$ cat src/mvs_pkg.sv
// Package for the valve supervisor: item types, codes and constants.
`timescale 1ns / 1ps
package mvs_pkg;

  localparam int FAULT_WIDTH_DEF = 16;
  localparam int TIMEOUT_MS_W = 26;

  localparam logic [15:0] TIMEOUT_DEFAULT_S = 16'd30;
  localparam logic [9:0] MS_PER_S = 10'd1000;
  localparam logic [TIMEOUT_MS_W-1:0] TIMEOUT_DEFAULT_MS = TIMEOUT_MS_W'(30000);

  typedef enum logic [2:0] {
    CMD_SAMPLE      = 3'd0,
    CMD_STOP        = 3'd1,
    CMD_OPEN        = 3'd2,
    CMD_CLOSE       = 3'd3,
    CMD_EMERGENCY   = 3'd4,
    CMD_ENTER_MAN   = 3'd5,
    CMD_LEAVE_MAN   = 3'd6,
    CMD_CLEAR_LATCH = 3'd7
  } cmd_t;

  typedef enum logic [3:0] {
    VS_UNKNOWN   = 4'd0,
    VS_OPEN      = 4'd1,
    VS_CLOSED    = 4'd2,
    VS_OPENING   = 4'd3,
    VS_CLOSING   = 4'd4,
    VS_JAMMED    = 4'd5,
    VS_TIMEOUT   = 4'd6,
    VS_MANUAL    = 4'd7,
    VS_EMERGENCY = 4'd8
  } valve_state_t;

  typedef struct packed {
    logic [2:0]  cmd;
    logic        open_limit;
    logic        closed_limit;
    logic        overcurrent;
    logic        manual_switch;
    logic [63:0] now_ms;
  } in_item_t;

  typedef struct packed {
    logic [3:0]  valve_state;
    logic        motor_open;
    logic        motor_close;
    logic        latch_set;
    logic [15:0] faults;
    logic [63:0] motion_start;
    logic [63:0] motion_deadline;
  } out_item_t;

endpackage

$ cat src/mvs_in_reg.sv
// Input register stage: holds one accepted beat until the core takes it.
`timescale 1ns / 1ps
module mvs_in_reg (
  input  logic             clk,
  input  logic             rst,
  input  logic             item_valid,
  output logic             item_ready,
  input  mvs_pkg::in_item_t item,
  input  logic             advance,
  output logic             held_valid,
  output mvs_pkg::in_item_t held
);
  import mvs_pkg::*;

  logic valid;

  assign item_ready = !valid || advance;
  assign held_valid = valid;

  always_ff @(posedge clk) begin
    if (rst) begin
      valid <= 1'b0;
    end else if (item_valid && item_ready) begin
      valid <= 1'b1;
    end else if (advance) begin
      valid <= 1'b0;
    end
  end

  always_ff @(posedge clk) begin
    if (item_valid && item_ready) begin
      held <= item;
    end
  end

endmodule

$ cat src/mvs_ctrl.sv
// Supervisor state and its one-pass update for a command or sample beat.
`timescale 1ns / 1ps
module mvs_ctrl #(
  parameter int FAULT_WIDTH = mvs_pkg::FAULT_WIDTH_DEF
) (
  input  logic              clk,
  input  logic              rst,
  input  logic              cfg_we,
  input  logic [15:0]       cfg_data,
  input  logic              advance,
  input  mvs_pkg::in_item_t  item,
  output mvs_pkg::out_item_t result_next
);
  import mvs_pkg::*;

  valve_state_t               mode, mode_next;
  logic                       open_drive, open_next;
  logic                       close_drive, close_next;
  logic                       latch, latch_next;
  logic [FAULT_WIDTH-1:0]     fault_total, fault_next;
  logic [63:0]                start_time, start_next;
  logic [63:0]                deadline_time, deadline_next;
  logic [TIMEOUT_MS_W-1:0]    timeout_ms;
  logic [15:0]                secs;
  logic [63:0]                deadline_cand;
  logic                       in_manual;
  logic                       do_halt, do_start, toward_open, do_count;
  valve_state_t               set_mode;
  logic                       set_mode_en;

  // Timeout in ms is formed at the register write, off the item path.
  assign secs = (cfg_data == 16'd0) ? TIMEOUT_DEFAULT_S : cfg_data;

  always_ff @(posedge clk) begin
    if (rst) begin
      timeout_ms <= TIMEOUT_DEFAULT_MS;
    end else if (cfg_we) begin
      timeout_ms <= TIMEOUT_MS_W'(secs) * TIMEOUT_MS_W'(MS_PER_S);
    end
  end

  assign deadline_cand = item.now_ms + 64'(timeout_ms);
  assign in_manual = (mode == VS_MANUAL);

  // Decide what the beat does.
  always_comb begin
    do_halt = 1'b0;
    do_start = 1'b0;
    toward_open = 1'b0;
    do_count = 1'b0;
    set_mode = mode;
    set_mode_en = 1'b0;
    latch_next = latch;
    case (cmd_t'(item.cmd))
      CMD_SAMPLE: begin
        if (item.manual_switch && !in_manual) begin
          do_halt = 1'b1;
          set_mode = VS_MANUAL;
          set_mode_en = 1'b1;
        end else if (in_manual) begin
          // hold everything while in manual
        end else if (item.open_limit && item.closed_limit) begin
          do_halt = 1'b1;
          set_mode = VS_JAMMED;
          set_mode_en = 1'b1;
          do_count = 1'b1;
        end else if (item.overcurrent && (open_drive || close_drive)) begin
          do_halt = 1'b1;
          set_mode = VS_JAMMED;
          set_mode_en = 1'b1;
          do_count = 1'b1;
        end else if (mode == VS_OPENING && item.open_limit) begin
          do_halt = 1'b1;
          set_mode = VS_OPEN;
          set_mode_en = 1'b1;
        end else if ((mode inside {VS_CLOSING, VS_EMERGENCY}) && item.closed_limit) begin
          do_halt = 1'b1;
          set_mode = VS_CLOSED;
          set_mode_en = 1'b1;
        end else if (deadline_time != 64'd0 && item.now_ms >= deadline_time) begin
          do_halt = 1'b1;
          set_mode = VS_TIMEOUT;
          set_mode_en = 1'b1;
          do_count = 1'b1;
        end
      end
      CMD_STOP: begin
        do_halt = 1'b1;
        set_mode = VS_UNKNOWN;
        set_mode_en = 1'b1;
      end
      CMD_OPEN: begin
        if (!latch && !in_manual) begin
          do_start = 1'b1;
          toward_open = 1'b1;
          set_mode = VS_OPENING;
          set_mode_en = 1'b1;
        end
      end
      CMD_CLOSE: begin
        if (!in_manual) begin
          do_start = 1'b1;
          set_mode = VS_CLOSING;
          set_mode_en = 1'b1;
        end
      end
      CMD_EMERGENCY: begin
        latch_next = 1'b1;
        do_start = 1'b1;
        set_mode = VS_EMERGENCY;
        set_mode_en = 1'b1;
      end
      CMD_ENTER_MAN: begin
        do_halt = 1'b1;
        set_mode = VS_MANUAL;
        set_mode_en = 1'b1;
      end
      CMD_LEAVE_MAN: begin
        if (in_manual) begin
          set_mode = VS_UNKNOWN;
          set_mode_en = 1'b1;
        end
      end
      CMD_CLEAR_LATCH: begin
        latch_next = 1'b0;
      end
      default: begin
      end
    endcase
  end

  // Next state of the registers.
  always_comb begin
    mode_next = set_mode_en ? set_mode : mode;
    open_next = open_drive;
    close_next = close_drive;
    start_next = start_time;
    deadline_next = deadline_time;
    fault_next = do_count ? fault_total + 1'b1 : fault_total;
    if (do_halt) begin
      open_next = 1'b0;
      close_next = 1'b0;
      start_next = 64'd0;
      deadline_next = 64'd0;
    end else if (do_start) begin
      open_next = toward_open;
      close_next = !toward_open;
      start_next = item.now_ms;
      deadline_next = deadline_cand;
    end
  end

  // Result fields show the state after the beat.
  always_comb begin
    result_next.valve_state = mode_next;
    result_next.motor_open = open_next;
    result_next.motor_close = close_next;
    result_next.latch_set = latch_next;
    result_next.faults = 16'(fault_next);
    result_next.motion_start = start_next;
    result_next.motion_deadline = deadline_next;
  end

  always_ff @(posedge clk) begin
    if (rst) begin
      mode <= VS_UNKNOWN;
      open_drive <= 1'b0;
      close_drive <= 1'b0;
      latch <= 1'b0;
      fault_total <= '0;
      start_time <= 64'd0;
      deadline_time <= 64'd0;
    end else if (advance) begin
      mode <= mode_next;
      open_drive <= open_next;
      close_drive <= close_next;
      latch <= latch_next;
      fault_total <= fault_next;
      start_time <= start_next;
      deadline_time <= deadline_next;
    end
  end

endmodule

$ cat src/motor_valve_supervisor.sv
// Motorized valve supervisor: top level with input stage, core and result register.
// Usage:
//   Items arrive on item/item_valid/item_ready; each is a command or a sensor
//   sample (limit switches, overcurrent, manual switch, time in ms).
//   Each accepted beat produces exactly one result beat on
//   result/result_valid/result_ready: the valve state after that item.
//   cfg_we/cfg_data write the motion timeout in seconds (zero means 30);
//   write only while no item is in flight.
// Path: an accepted beat waits in the input stage until the result register is
//   free or being read; then the same edge updates the state and loads the
//   result register.
// Throughput: one item per cycle while result_ready is high; the state update,
//   one 64-bit add for the deadline and one 64-bit compare, is combinational.
// Reset (rst, synchronous): state unknown, drives off, latch clear, fault
//   count zero, timeout 30 s, both stages empty.
// Stall: when result_ready is low the result register holds; the input stage
//   still takes one more beat, then item_ready drops until the result moves.
`timescale 1ns / 1ps
module motor_valve_supervisor #(
  parameter int FAULT_WIDTH = mvs_pkg::FAULT_WIDTH_DEF
) (
  input  logic               clk,
  input  logic               rst,
  input  logic               cfg_we,
  input  logic [15:0]        cfg_data,
  input  logic               item_valid,
  output logic               item_ready,
  input  mvs_pkg::in_item_t   item,
  output logic               result_valid,
  input  logic               result_ready,
  output mvs_pkg::out_item_t  result
);
  import mvs_pkg::*;

  logic      held_valid;
  in_item_t  held;
  logic      advance;
  out_item_t result_next;
  logic      out_valid;

  // Move the held beat into the result register when it is empty or being read.
  assign advance = held_valid && (!out_valid || result_ready);
  assign result_valid = out_valid;

  mvs_in_reg u_in_reg (
    .clk        (clk),
    .rst        (rst),
    .item_valid (item_valid),
    .item_ready (item_ready),
    .item       (item),
    .advance    (advance),
    .held_valid (held_valid),
    .held       (held)
  );

  mvs_ctrl #(
    .FAULT_WIDTH (FAULT_WIDTH)
  ) u_ctrl (
    .clk         (clk),
    .rst         (rst),
    .cfg_we      (cfg_we),
    .cfg_data    (cfg_data),
    .advance     (advance),
    .item        (held),
    .result_next (result_next)
  );

  always_ff @(posedge clk) begin
    if (rst) begin
      out_valid <= 1'b0;
    end else if (advance) begin
      out_valid <= 1'b1;
    end else if (result_ready) begin
      out_valid <= 1'b0;
    end
  end

  always_ff @(posedge clk) begin
    if (advance) begin
      result <= result_next;
    end
  end

endmodule
$ cat config.mk
export PLATFORM = sky130hd
export DESIGN_NAME = motor_valve_supervisor
export DESIGN_NICKNAME = d
export VERILOG_FILES = /design/src/mvs_pkg.sv /design/src/mvs_in_reg.sv /design/src/mvs_ctrl.sv /design/src/motor_valve_supervisor.sv
export SDC_FILE = /design/constraint.sdc
export NUM_CORES = 1
export LEC_CHECK = 0
export ABC_AREA = 1
export BUFFER_PORTS_ARGS = -buffer_cell sky130_fd_sc_hd__buf_2
export CAP_MARGIN = 10
export CELL_PAD_IN_SITES_DETAIL_PLACEMENT = 1
export CELL_PAD_IN_SITES_GLOBAL_PLACEMENT = 1
export CORE_UTILIZATION = 38
export CTS_CLUSTER_DIAMETER = 50
export DETAILED_ROUTE_END_ITERATION = 12
export GPL_ROUTABILITY_DRIVEN = 1
export MAX_ROUTING_LAYER = met4
export PLACE_DENSITY = 0.79
export SLEW_MARGIN = 20
export SYNTH_ARGS = -nofsm -noshare
export SYNTH_HDL_FRONTEND = slang
export SYNTH_SLANG_ARGS = --single-unit
$ cat constraint.sdc
create_clock -name clk -period 6 [get_ports clk]
set_clock_uncertainty 0.2 [all_clocks]
set_input_delay 0.3 -clock clk [delete_from_list [all_inputs] [get_ports clk]]
set_output_delay 0.3 -clock clk [all_outputs]
set_load 0.02 [all_outputs]
==> results.ini, run 1 <==
[sta]
min_period_over_period = 0.9227
rsz0062_at_grt = false
setup_ws_ns = 0.4636
worst_slew_pin_slew_ns = 1.009
period_needed_ns = 5.536
fmax_ghz = 0.1806
slew_headroom = 0.3273
hold_viol = 0
hold_slack_ns = 0.1780
setup_tns_ns = 0
maxSlewViolCount = 0
finalSetupViolCount = 0

[routing]
viasPerCell = 5.056
drt_iter0_drc = 1199
drc = 0
firstDrtPassIters = 8
ant_nets = 0
wl_mm = 75.04
routedWlPerCell_um = 18.22
vias = 20820

[die]
die_height_um = 251.3
rows = 91
die_area_um2 = 63160
start_util = 0.3835
core_area_um2 = 61600
pin_count = 245
die_width_um = 251.3

[synth]
synth_most_common_cell = nand2_1
synth_compound_area_frac = 0.1224
synth_top_area_frac = 0.2822
synth_seq_cells = 398
syn-instance-count = 2944
synth_top_cells_by_count = nand2_1, inv_1, a21oi_1, o21ai_0, edfxtp_1
synth_mux_area_frac = 0
synth_top_family_by_area = simple AND/OR/NAND/NOR gates
synth-simple-area-share = 0.2043
async_reset_ff_frac = 0
avgSynthCellArea_um2 = 8.023
synth_nets = 3235
synth_edf_count = 222
synth_top_area_cell = edfxtp_1
synth_ff_type = edfxtp_1
ys_warn_count = 0
synthAdderAreaFrac = 0.1219
synth_area_um2 = 23620
synth_cell_types = 48
synth.area.top_cells = edfxtp_1, dfxtp_1, nand2_1, inv_1, ha_1
synthXorXnorAreaFrac = 0.01483
synth_seq_area_share = 0.4314

[clock_tree]
clk_pin_slew_ns = 0.06
cts_setup_buffers = 0
hold_buffers = 76
cts_tree = yes
cts.path.max_buffers = 3
cts_buffers = 55
cts_resized = 0
h-tree-depth = 2
insertion_delay_ns = 0.61
numClockSinks = 398
root_buffer = clkbuf_16

[power_and_ir_drop]
peakVddDrop_mv = 0.2379
power.density_nw_per_um2 = 336.4
power.leakage_uw = 0.01334

[critical_path]
cp_common_cell = inv_1
critPathArrivalTime_ns = 5.81
cp.required_ns = 6.27
slowest_delay_ns = 0.53
r2r_slack_ns = 1.78
worstPathBufferInverterCount = 10
slowest_stage = dlygate4sd3_1
worst-setup-path-type = input port to register
cp_max_fo = 14
critical_path.endpoint_type = register
critPathLaunchType = input port
cp_top_family = adder cells

[placed_design]
place_area_um2 = 25510
place_congestion = 0.9388
port_buffers = 244
pre_cts_slack_ns = 0.1744
dpl.hpwl_mm = 53.85

[global_routing]
grt_overflow_total = 0
grt_max_degree = 174
grt_usage = 0.2422
grt_pass1_wl_mm = 117.6
grt_pass1_vias = 21820
antenna_found_initial = 0

[finish]
post-route-util = 0.4563
nets = 3527
finalInstanceArea_um2 = 28110
drive_gt1_frac = 0.1198
diodes = 0
area_growth_pct = 19.00

[min_path]
hold_path_class = input port to register

[run]
drv_cap = 0

[status]
status = finished clean

==> layer usage <==
metal	track usage	share of wire
met2	0.4267	0.51
met3	0.02526	0.030
met5	-	0
met1	0.2890	0.44
met4	0.07787	0.027
==> metrics by stage <==
stage          power, uW  instances
2_1_floorplan       5351       2944
3_3_place_gp        6065       3940
3_5_place_dp        6169       3940
4_1_cts             9504       4118
5_1_grt            10020       4118
6_report            9456       4118
==> kinds of logic after synthesis <==
| family | Yosys count |
|---|---|
| compound gates | 549 |
| xor+xnor | 40 |
| fa+ha+maj | 199 |
| buf+inv | 612 |
| flops | 398 |
| simple gates | 1146 |
==> path summary, 6_finish.rpt <==
path | startpoint | endpoint | cells past startpoint
worst max-delay path | cfg_data[0] | u_ctrl.timeout_ms[23] | 27
worst min-delay path | cfg_data[2] | u_ctrl.timeout_ms[5] | 7
worst max register to register | u_in_reg.held[5] | u_ctrl.deadline_time[18] | 19
worst min register to register | u_ctrl.latch | u_ctrl.latch | 2
==> state kept, by name, summed over array words and instances (netlist names) <==
name and flops:
result 151, result_valid 1, u_ctrl.close_drive 1, u_ctrl.deadline_time 64, u_ctrl.fault_total 16, u_ctrl.latch 1, u_ctrl.mode 4, u_ctrl.open_drive 1
u_ctrl.start_time 64, u_ctrl.timeout_ms 23, u_in_reg.held 71, u_in_reg.held_valid 1
==> power by group <==
group / leakage (uW) / switching [uW] / internal, uW
registers: 0.00361 / 174 / 3130
logic: 0.00885 / 1890 / 995
clock network: 0.000882 / 1310 / 1960
total: 0.0133 / 3370 / 6090
==> layout by cell type (no fill, tap or decap), drive strengths merged, types with 8 or more instances in the layout <==
master and n:
buf 265, nor3 34, dfxtp 176, nor4 16, ha 147, nand4 63
nor2 205, a21oi 250, clkinv 18, edfxtp 222, dlygate4sd3 76, inv 513
fa 52, nand2 690, o21ai 249, o211ai 19, clkbuf 66, nand3 131
xor2 32, xnor2 8
==> tightest hold or removal path, cell delays in order <==
cell	delay (ns)
buf_2	0.08
inv_1	0.05
nand2_1	0.11
buf_4	0.15
ha_1	0.13
nand2_1	0.06
nand3_1	0.07
==> cell type report <==
| type | count | area (um2) |
|---|---|---|
| Fill cell | 7519 | 33490 |
| Multi-Input combinational cell | 1934 | 10950 |
| Sequential cell | 398 | 10190 |
| Timing Repair Buffer | 341 | 2168 |
| Inverter | 506 | 1913 |
| Clock buffer | 66 | 1489 |
| Tap cell | 837 | 1047 |
| Clock inverter | 36 | 346.6 |
Power figures use the tool's default switching activity.
==> run 2: changes to the inputs <==
--- a/config.mk
+++ b/config.mk
@@ -10,12 +10,12 @@
 export CAP_MARGIN = 10
 export CELL_PAD_IN_SITES_DETAIL_PLACEMENT = 1
 export CELL_PAD_IN_SITES_GLOBAL_PLACEMENT = 1
-export CORE_UTILIZATION = 38
+export CORE_UTILIZATION = 40
 export CTS_CLUSTER_DIAMETER = 50
 export DETAILED_ROUTE_END_ITERATION = 12
 export GPL_ROUTABILITY_DRIVEN = 1
 export MAX_ROUTING_LAYER = met4
-export PLACE_DENSITY = 0.79
+export PLACE_DENSITY = 0.82
 export SLEW_MARGIN = 20
 export SYNTH_ARGS = -nofsm -noshare
 export SYNTH_HDL_FRONTEND = slang
==> results.ini, run 2 (synthesized netlist as in run 1, its figures left out) <==
[sta]
period_needed_ns = 5.578  ; +0.04177 ns
worst_slew_pin_slew_ns = 1.095  ; +0.08562 ns
finalSetupViolCount = 0  ; unchanged
rsz0062_at_grt = false
maxSlewViolCount = 0  ; unchanged
min_period_over_period = 0.9297  ; +0.006962
setup_tns_ns = 0  ; unchanged
slew_headroom = 0.2684  ; -0.05885
fmax_ghz = 0.1793  ; -0.75%
hold_viol = 0  ; unchanged

[power_and_ir_drop]
power.density_nw_per_um2 = 329.3  ; -2.1%
power.leakage_uw = 0.01322  ; -0.92%
peakVddDrop_mv = 0.2354  ; -1.1%

[clock_tree]
clk_pin_slew_ns = 0.06  ; about the same
cts_resized = 0  ; unchanged
cts.path.max_buffers = 3  ; unchanged
cts_tree = yes
cts_setup_buffers = 0  ; unchanged
cts_buffers = 49  ; -11%
hold_buffers = 77  ; +1.3%
h-tree-depth = 2  ; unchanged
root_buffer = clkbuf_16
insertion_delay_ns = 0.59  ; -0.02 ns
numClockSinks = 398  ; unchanged

[routing]
wl_met2_mm = 36.27  ; -4.6%
vias = 20820  ; -0.014%
drc = 0  ; unchanged
wl_mm = 73.22  ; -2.4%
viasPerCell = 5.161  ; +2.1%
routedLengthMet1_mm = 31.53  ; -3.8%
drt_iter0_drc = 1143  ; -4.7%
ant_nets = 0  ; unchanged
wl_met3_mm = 3.042  ; +37%
firstDrtPassIters = 5  ; -3
routedWlPerCell_um = 18.15  ; -0.38%
top_layer = met4

[die]
die_area_um2 = 60030  ; -5.0%
start_util = 0.4071  ; +0.02361
rows = 88  ; -3.3%
die_width_um = 245  ; -2.5%
die_height_um = 245  ; -2.5%
core_area_um2 = 58030  ; -5.8%
pin_count = 245  ; unchanged

[critical_path]
critPathLaunchType = input port
critical_path.endpoint_type = register
worst-setup-path-type = input port to register
cp_max_fo = 8  ; -6
cp.required_ns = 6.29  ; +0.02 ns
critPathArrivalTime_ns = 5.87  ; +0.06 ns

[finish]
fill_cells = 7069  ; -6.0%
area_growth_pct = 17.67
largest_reg_flops = 151  ; unchanged
finalNonFillerCells = 4033  ; -2.1%
reg.largest.list = result x151, u_in_reg.held x71
nets = 3516  ; -0.31%
drive_gt1_frac = 0.1155  ; -0.004313
layout_common_cells = nand2_1, inv_1, a21oi_1
multi_input_area_um2 = 10950  ; unchanged
largest_register = result
mostFrequentLayoutCell = nand2_1
post-route-util = 0.4790  ; +0.02270
ff_latch_area_um2 = 10190  ; unchanged

[global_routing]
grt_max_degree = 159  ; -8.6%
grt_overflow_total = 0  ; unchanged
grt_usage = 0.2500  ; +0.007771
grt_pass1_wl_mm = 115.3  ; -1.9%
antenna_found_initial = 3  ; +3
grt_pass1_vias = 21720  ; -0.43%

[placed_design]
place_congestion = 0.9297  ; -0.97%
port_buffers = 244  ; unchanged
dp.cells = 3862  ; -2.0%
dpl.hpwl_mm = 53.55  ; -0.56%

[status]
status = finished clean

[run]
drv_cap = 0  ; unchanged

[min_path]
hold_path_class = input port to register

## run 2: cell type report
type / instances / area share
multi-input cells: 1934 / 0.3941
flip-flops and latches: 398 / 0.3666
repair buffers: 336 / 0.07707
inverters: 506 / 0.06888
clock buffers: 59 / 0.04695
well taps: 765 / 0.03444
clock inverters: 32 / 0.01170
diodes: 3 / 0.0002701
## run 2: through the flow
step                      hold slack (ns)  worst slack, ns  total power, uW  cell area, um2
final                              0.1972           0.4218             9152           27790
after floorplan                    0.1989          0.03476             5351           23620
after detailed placement           0.2684          0.04336             6157           25380
after CTS                          0.1611           0.4006             9211           27790
after global routing               0.1972          0.03308             9726           27790
after global placement             0.2695           0.2451             6057           25380
## run 2: worst paths after layout
path,start,to,cells past startpoint,slack (ns)
max,cfg_data[0],u_ctrl.timeout_ms[23],25,0.42
max reg2reg,u_in_reg.held[9],u_ctrl.deadline_time[4],21,1.65
min reg2reg,u_ctrl.latch,u_ctrl.latch,2,0.28
min,rst,u_in_reg.held_valid,2,0.20
## run 2: metal layers
layer,GRT usage,vias to the layer above
met5,-,-
met4,0.08713,0
met3,0.03477,142
met2,0.4289,399
met1,0.2995,10070
li1,-,10210
## run 2: where the power goes
part           internal [uW]  switching (uW)
Sequential              3130             185
Clock                   1750            1250
Combinational            993            1850
Total                   5870            3280
## run 2: critical path, cell delays in order
cell and delay (ns):
dlygate4sd3_1 0.54, buf_2 0.17, nor2_1 0.13, inv_1 0.05
nor3_1 0.37, buf_4 0.24, nor2_1 0.11, inv_1 0.16
fa_1 0.46, fa_1 0.57, fa_1 0.45, fa_1 0.52
inv_1 0.04, ha_1 0.36, nand2_1 0.09, nor2_1 0.18
inv_1 0.05, o21ai_0 0.23, a31oi_1 0.10, o21ai_0 0.29
nand3_1 0.14, nand3_1 0.09, nand3_1 0.08, nand2_1 0.08
inv_1 0.04
==> run 3: changes to the inputs <==
--- a/config.mk
+++ b/config.mk
@@ -10,12 +10,13 @@
 export CAP_MARGIN = 10
 export CELL_PAD_IN_SITES_DETAIL_PLACEMENT = 1
 export CELL_PAD_IN_SITES_GLOBAL_PLACEMENT = 1
-export CORE_UTILIZATION = 40
+export CORE_UTILIZATION = 42
+export CTS_BUF_LIST = sky130_fd_sc_hd__clkbuf_8
 export CTS_CLUSTER_DIAMETER = 50
 export DETAILED_ROUTE_END_ITERATION = 12
 export GPL_ROUTABILITY_DRIVEN = 1
 export MAX_ROUTING_LAYER = met4
-export PLACE_DENSITY = 0.82
+export PLACE_DENSITY = 0.86
 export SLEW_MARGIN = 20
 export SYNTH_ARGS = -nofsm -noshare
 export SYNTH_HDL_FRONTEND = slang
==> results.ini, run 3 (synthesized netlist as in run 1, its figures left out) <==
[routing]
routedWlPerCell_um = 18.64  ; +2.7%
firstDrtPassIters = 5  ; unchanged
drt_iter0_drc = 1109  ; -3.0%
vias = 21110  ; +1.4%
viasPerCell = 5.193  ; +0.61%
ant_nets = 0  ; unchanged
drc = 0  ; unchanged
wl_mm = 75.76  ; +3.5%

[die]
core_area_um2 = 55310  ; -4.7%
rows = 86  ; -2.3%
start_util = 0.4271  ; +0.02000
die_height_um = 239.1  ; -2.4%
die_width_um = 239.1  ; -2.4%
die_area_um2 = 57190  ; -4.7%
pin_count = 245  ; unchanged

[clock_tree]
cts_buffers = 74  ; +51%
h-tree-depth = 3  ; +1
numClockSinks = 398  ; unchanged
cts_tree = yes
cts.path.max_buffers = 3  ; unchanged
insertion_delay_ns = 0.67  ; +0.08 ns
cts_resized = 0  ; unchanged
root_buffer = clkbuf_8
clk_pin_slew_ns = 0.06  ; about the same

[min_path]
hold_path_class = input port to register

[finish]
drive_gt1_frac = 0.1196  ; +0.004098
largest_register = result
nets = 3542  ; +0.74%
finalInstanceArea_um2 = 27620  ; -0.64%
mostFrequentLayoutCell = nand2_1
largest_reg_flops = 151  ; unchanged
area_growth_pct = 16.92
reg.largest.list = result x151, u_in_reg.held x71
layout_common_cells = nand2_1, inv_1, a21oi_1
fill_cells = 6887  ; -2.6%

[sta]
rsz0062_at_grt = false
finalSetupViolCount = 0  ; unchanged
min_period_over_period = 0.9124  ; -0.01725
hold_slack_ns = 0.1036  ; -0.09352 ns
setup_tns_ns = 0  ; unchanged
fmax_ghz = 0.1827  ; +1.9%
worst_slew_pin_slew_ns = 1.068  ; -0.02671 ns
setup_ws_ns = 0.5253  ; +0.1035 ns
maxSlewViolCount = 0  ; unchanged
period_needed_ns = 5.475  ; -0.1035 ns
hold_viol = 0  ; unchanged
slew_headroom = 0.2863  ; +0.01785

[placed_design]
place_area_um2 = 25370  ; about the same
pre_cts_slack_ns = 0.1467  ; +0.1033 ns
dpl.hpwl_mm = 54.26  ; +1.3%
place_congestion = 0.9350  ; +0.57%
port_buffers = 244  ; unchanged

[power_and_ir_drop]
power.leakage_uw = 0.01330  ; +0.66%
power.density_nw_per_um2 = 318.8  ; -3.2%
peakVddDrop_mv = 0.1593  ; -32%
total_power_uw = 8805  ; -3.8%

[critical_path]
cp-startpoint = cfg_data[0]
reg2reg_to = u_ctrl.start_time[5]
cp.required_ns = 6.37  ; +0.08 ns
critPathLaunchType = input port
r2r_cells = 19  ; -9.5%
worst-setup-path-type = input port to register
critical_path.endpoint_type = register
r2r_slack_ns = 1.66  ; about the same
endpoint = u_ctrl.timeout_ms[23]
cp_max_fo = 10  ; +2
r2r-start = u_in_reg.held[7]
critPathArrivalTime_ns = 5.84  ; -0.03 ns

[global_routing]
grt_pass1_wl_mm = 118.5  ; +2.7%
grt_overflow_total = 0  ; unchanged
grt_pass1_vias = 22270  ; +2.5%
grt_max_degree = 137  ; -14%
antenna_found_initial = 2  ; -1
grt_usage = 0.2721  ; +0.02207

[status]
status = finished clean

[run]
drv_cap = 0  ; unchanged

## run 3: worst min path at each step
| stage | from | endpoint | slack (ns) | cells after the start |
|---|---|---|---|---|
| global route | rst | result_valid | 0.11 | 2 |
| CTS | rst | u_in_reg.held_valid | 0.05 | 2 |
| global placement | u_ctrl.latch | u_ctrl.latch | 0.27 | 2 |
| detailed placement | item[57] | u_in_reg.held[57] | 0.28 | 1 |
| floorplan | item[0] | u_in_reg.held[0] | 0.20 | 0 |
| finish | rst | u_in_reg.held_valid | 0.10 | 2 |
## run 3: critical path, stage by stage
cell	delay (ns)
dlygate4sd3_1	0.53
buf_2	0.17
nor2_1	0.14
inv_1	0.06
nor3_1	0.24
buf_4	0.22
nor2_1	0.07
inv_1	0.17
fa_1	0.48
fa_1	0.51
inv_1	0.05
fa_1	0.50
inv_1	0.05
fa_1	0.49
inv_1	0.04
ha_1	0.37
nand2_1	0.10
nor2_1	0.21
inv_1	0.06
o21ai_0	0.23
a31oi_1	0.10
o21ai_0	0.30
nand3_1	0.15
nand3_1	0.10
nand3_1	0.08
nand2_1	0.08
inv_1	0.04
## run 3: power breakdown
| group | internal, uW | total, uW | leakage (uW) | switching [uW] |
|---|---|---|---|---|
| Combinational | 999 | 2860 | 0.00883 | 1860 |
| Clock | 1420 | 2620 | 0.000863 | 1200 |
| Sequential | 3130 | 3320 | 0.00361 | 188 |
| Total | 5550 | 8810 | 0.0133 | 3250 |
## run 3: per-layer routing
metal,track usage,up-vias,share of wire
met1,0.3165,10320,0.42
met5,-,-,0
met3,0.03533,123,0.032
li1,-,10250,-
met4,0.08372,0,0.024
met2,0.4851,409,0.52
## run 3: what timing repair did
action,in CTS,in global routing
endpoints found under the hold margin,87,0
hold buffers,77,0
buffers inserted,0,0
## run 3: through the flow
| stage | std cells | util |
|---|---|---|
| 2_1_floorplan | 2944 | - |
| 3_3_place_gp | 3846 | 0.4587 |
| 3_5_place_dp | 3846 | 0.4587 |
| 4_1_cts | 4060 | 0.4992 |
| 5_1_grt | 4062 | 0.4993 |
| 6_report | 4064 | 0.4993 |
## run 3: cell type report
| class | count | area, um2 | share of cell area |
|---|---|---|---|
| Antenna cell | 4 | 10.01 | 0.0003624 |
| Clock buffer | 81 | 1115 | 0.04037 |
| Clock inverter | 56 | 351.6 | 0.01273 |
| Inverter | 506 | 1913 | 0.06927 |
| Multi-Input combinational cell | 1934 | 10950 | 0.3966 |
| Sequential cell | 398 | 10190 | 0.3690 |
| Tap cell | 748 | 935.9 | 0.03389 |
| Timing Repair Buffer | 337 | 2150 | 0.07783 |
